$ cat config.mk
export PLATFORM = sky130hd
export DESIGN_NAME = fas_ram
export DESIGN_NICKNAME = d
export VERILOG_FILES = /design/src/fas_ram.sv
export SDC_FILE = /design/constraint.sdc
export NUM_CORES = 1
export LEC_CHECK = 0
export ABC_CLOCK_PERIOD_IN_PS = 2000
export BUFFER_PORTS_ARGS = -buffer_cell sky130_fd_sc_hd__buf_2
export CAP_MARGIN = 30
export CORE_MARGIN = 3
export CORE_UTILIZATION = 56
export DETAILED_ROUTE_END_ITERATION = 8
export PLACE_DENSITY = 0.75
export SETUP_SLACK_MARGIN = 0.2
export SKIP_CTS_REPAIR_TIMING = 1
export SLEW_MARGIN = 20
export SYNTH_ARGS = -nofsm -noshare
export SYNTH_HDL_FRONTEND = slang
export SYNTH_SLANG_ARGS = --single-unit
$ cat constraint.sdc
create_clock -name clk_i -period 2 [get_ports clk_i]
set_input_delay 0.1 -clock clk_i [delete_from_list [all_inputs] [get_ports clk_i]]
set_output_delay 0.1 -clock clk_i [all_outputs]
set_load 0.01 [all_outputs]
$ cat src/fas_ram.sv
// ----------------------------------------------------------------------------
// fas_ram
// Generic simple dual-port RAM: one write port, one read port, registered read.
// ----------------------------------------------------------------------------
module fas_ram #(
  parameter int unsigned WIDTH = 16,
  parameter int unsigned DEPTH = 64,
  localparam int unsigned AW   = (DEPTH > 1) ? $clog2(DEPTH) : 1
) (
  input  logic             clk_i,
  input  logic             we_i,
  input  logic [AW-1:0]    waddr_i,
  input  logic [WIDTH-1:0] wdata_i,
  input  logic [AW-1:0]    raddr_i,
  output logic [WIDTH-1:0] rdata_o
);

  logic [WIDTH-1:0] mem_q [DEPTH];

  // write port
  always_ff @(posedge clk_i) begin
    if (we_i) begin
      mem_q[waddr_i] <= wdata_i;
    end
  end

  // registered read port
  always_ff @(posedge clk_i) begin
    rdata_o <= mem_q[raddr_i];
  end

endmodule

==> impl_metrics.yaml <==
worst_setup_path:
  slowest_stage: "mux4_2"
  path_max_fanout: 1
  path_cells: "mux4_2 -> mux2i_2 -> buf_4 -> a22oi_1 -> a31oi_1 -> buf_4 -> a311oi_1"
  end_kind: "flop"
  start_kind: "flop"
  path_class: "flop to flop"
  crit_buf_inv: 2
  crit_top_cell: "buf_4"
  cp_top_family: "multiplexers"
  slowest_delay_ns: 0.49
  critPathRequiredTime_ns: 2.52
  worstPathArrival_ns: 2.42
run_status:
  violations: "negative hold slack"
  status: "finished with violations"
timing:
  fin_crit_ns: 1.91
  fmax_mhz: 524
  worst_pin_slew_ns: 0.834
  setup-tns-final_ns: 0
  timing.hold.ws_ns: -0.00441
  drv_slew: 0
  worst_clock_skew_ns: 0.0331
  rsz0062_at_grt: "true"
  hold_viol_final: 3
  fin_ws_ns: 0.0931
  post-route-period-util_pct: 95.3
  relSlewSlack_pct: 44.4
  finalSetupViolCount: 0
die:
  dieArea_um2: 74700
  num_io_pins: 46
  die_y_um: 273
  rows: 97
  start_util_pct: 56.9
  core_area_um2: 70400
  fp.dieW_um: 273
synth:
  synth-main-ff-cell: "edfxtp_1"
  synth_common_cells: "1,024 x edfxtp_1, 220 x mux4_2, 85 x mux2i_1"
  yosysTopAreaCellShare_pct: 76.8
  yosysMostFrequentCell: "edfxtp_1"
  syn_area_per_cell_um2: 21.9
  syn-cell-area_um2: 40000
  synth_edf_count: 1024
  synth_seq_cells: 1040
  syn_inst: 1829
  synth_area_leaders: "edfxtp_1 77%, mux4_2 12%, mux2i_1 2.1%, dfxtp_1 0.80%, mux2_2 0.76%"
  synth.distinct_cells: 43
  ys_seq_area_share_pct: 77.6
  synth_top_area_cell: "edfxtp_1"
  async_flop_share_pct: 0
  ys_warn_count: 0
  synth_nets: 1859
power_and_ir_drop:
  internal-power_mw: 36.2
  peakVddDrop_uv: 762
  p_leak_nw: 15.3
  p_comb_share_pct: 5.7
  p_per_area_nw_per_um2: 967
  p_seq_share_pct: 53.2
  switching_power_mw: 9.37
  sw_frac_of_total_pct: 20.6
  clkPwrFrac_pct: 41.1
placement:
  io_buffers: 45
  dp_cells: 2968
  dp_hpwl_um: 58800
  place_congestion: 0.824
  dpl_worst_slack_ns: -0.323
clock_tree:
  cts_tree: "done"
  numCtsBuffers: 99
  cts.sinks: 1040
  root_buffer: "clkbuf_16"
  cts_max_path_buffers: 3
  clk_latency_ns: 0.67
  cts_max_level: 3
  clk_pin_slew_ns: 0.06
routing:
  vias: 20100
  drc_errors: 0
  ant_nets: 0
  drt_iter0_drc: 2837
  drtPass1Iterations: 5
  wire_per_inst_um: 30.0
  viasPerCell: 6.34
  drt_wl_total_um: 94900
grt:
  antenna_found_initial: 9
  grt_pass1_vias: 20500
  grt_pass1_wl_um: 140000
  grt_overflow_total: 0
  grt_use_total_pct: 26.0
  grt_max_degree: 65
layout:
  finish.utilization_pct: 66.8
  syn2layout_area_growth_pct: 17.5
  drive_above_1_share_pct: 33.3
  fill_cells: 4320
  stdcell_count: 3162
  nNetsFinal: 2166
worst_hold_path:
  min_path_type: "primary input to flop"
job:
  maxCapViolCount: 0
-- cell type report --
class / count / area, um2 / area share (%)
Sequential cell: 1040 / 31100 / 66.0
Multi-Input combinational cell: 685 / 8430 / 17.9
Timing Repair Buffer: 310 / 3110 / 6.62
Clock buffer: 119 / 2590 / 5.51
Tap cell: 940 / 1180 / 2.50
Clock inverter: 65 / 664 / 1.41
Antenna cell: 3 / 7.51 / 0.0160
-- layer usage --
metal,vias up,wire [um],GRT usage (%)
li1,8299,-,-
met1,10500,35400,35.8
met2,1029,47600,42.5
met3,199,8390,4.99
met4,6,3480,8.61
met5,-,38,0
-- kinds of logic after synthesis --
family,Yosys count,share of synthesized area [%]
DFF,1040,77.6
buffers and inverters,104,1.83
and+or+nand+nor,220,2.65
muxes,336,15.5
AOI/OAI and AO/OA,129,2.41
-- state kept, by name, indices dropped and copies added, names as in the netlist --
name / flops
mem_q: 1024
rdata_o: 16
-- power by group through the flow --
stage	combinational, mW	clock [mW]	sequential (mW)
final	2.61	18.7	24.2
after global routing	2.75	19.8	24.2
after CTS	2.56	18.9	24.2
after detailed placement	2.54	0	24.7
after global placement	2.47	0	24.7
after floorplan	1.25	0	24.6
-- layout by cell type, fill, tap and decap left out, types with 21 or more instances in the layout --
master        n
buf_4       186
nand2_1      57
buf_12       67
nor2_2       21
buf_2        42
nor2_1       53
mux4_2      220
nor2b_1      30
edfxtp_1   1024
clkbuf_16   101
clkinv_1     25
a22oi_1      36
mux2i_1      79
mux2_2       24
nand3_1      23
-- per-stage QoR --
| stage | hold slack, ns | power, mW | cell area [um2] |
|---|---|---|---|
| CTS | -0.112 | 45.7 | 46800 |
| global placement | 0.510 | 27.1 | 43600 |
| global route | 0.00142 | 46.8 | 47100 |
| finish | -0.00441 | 45.5 | 47100 |
| detailed placement | 0.506 | 27.2 | 43600 |
| floorplan | 0.199 | 25.9 | 40100 |
-- worst paths after layout --
kind | end | cells after the start | slack, ns | from
worst max-delay path | rdata_o[11] | 7 | 0.09 | mem_q[7][11]
worst min-delay path | mem_q[38][15] | 1 | -0.004 | wdata_i[15]
worst max register to register | rdata_o[11] | 7 | 0.09 | mem_q[7][11]
worst min register to register | rdata_o[13] | 3 | 0.88 | mem_q[36][13]
Note: power is estimated with default switching activity, not from simulation.
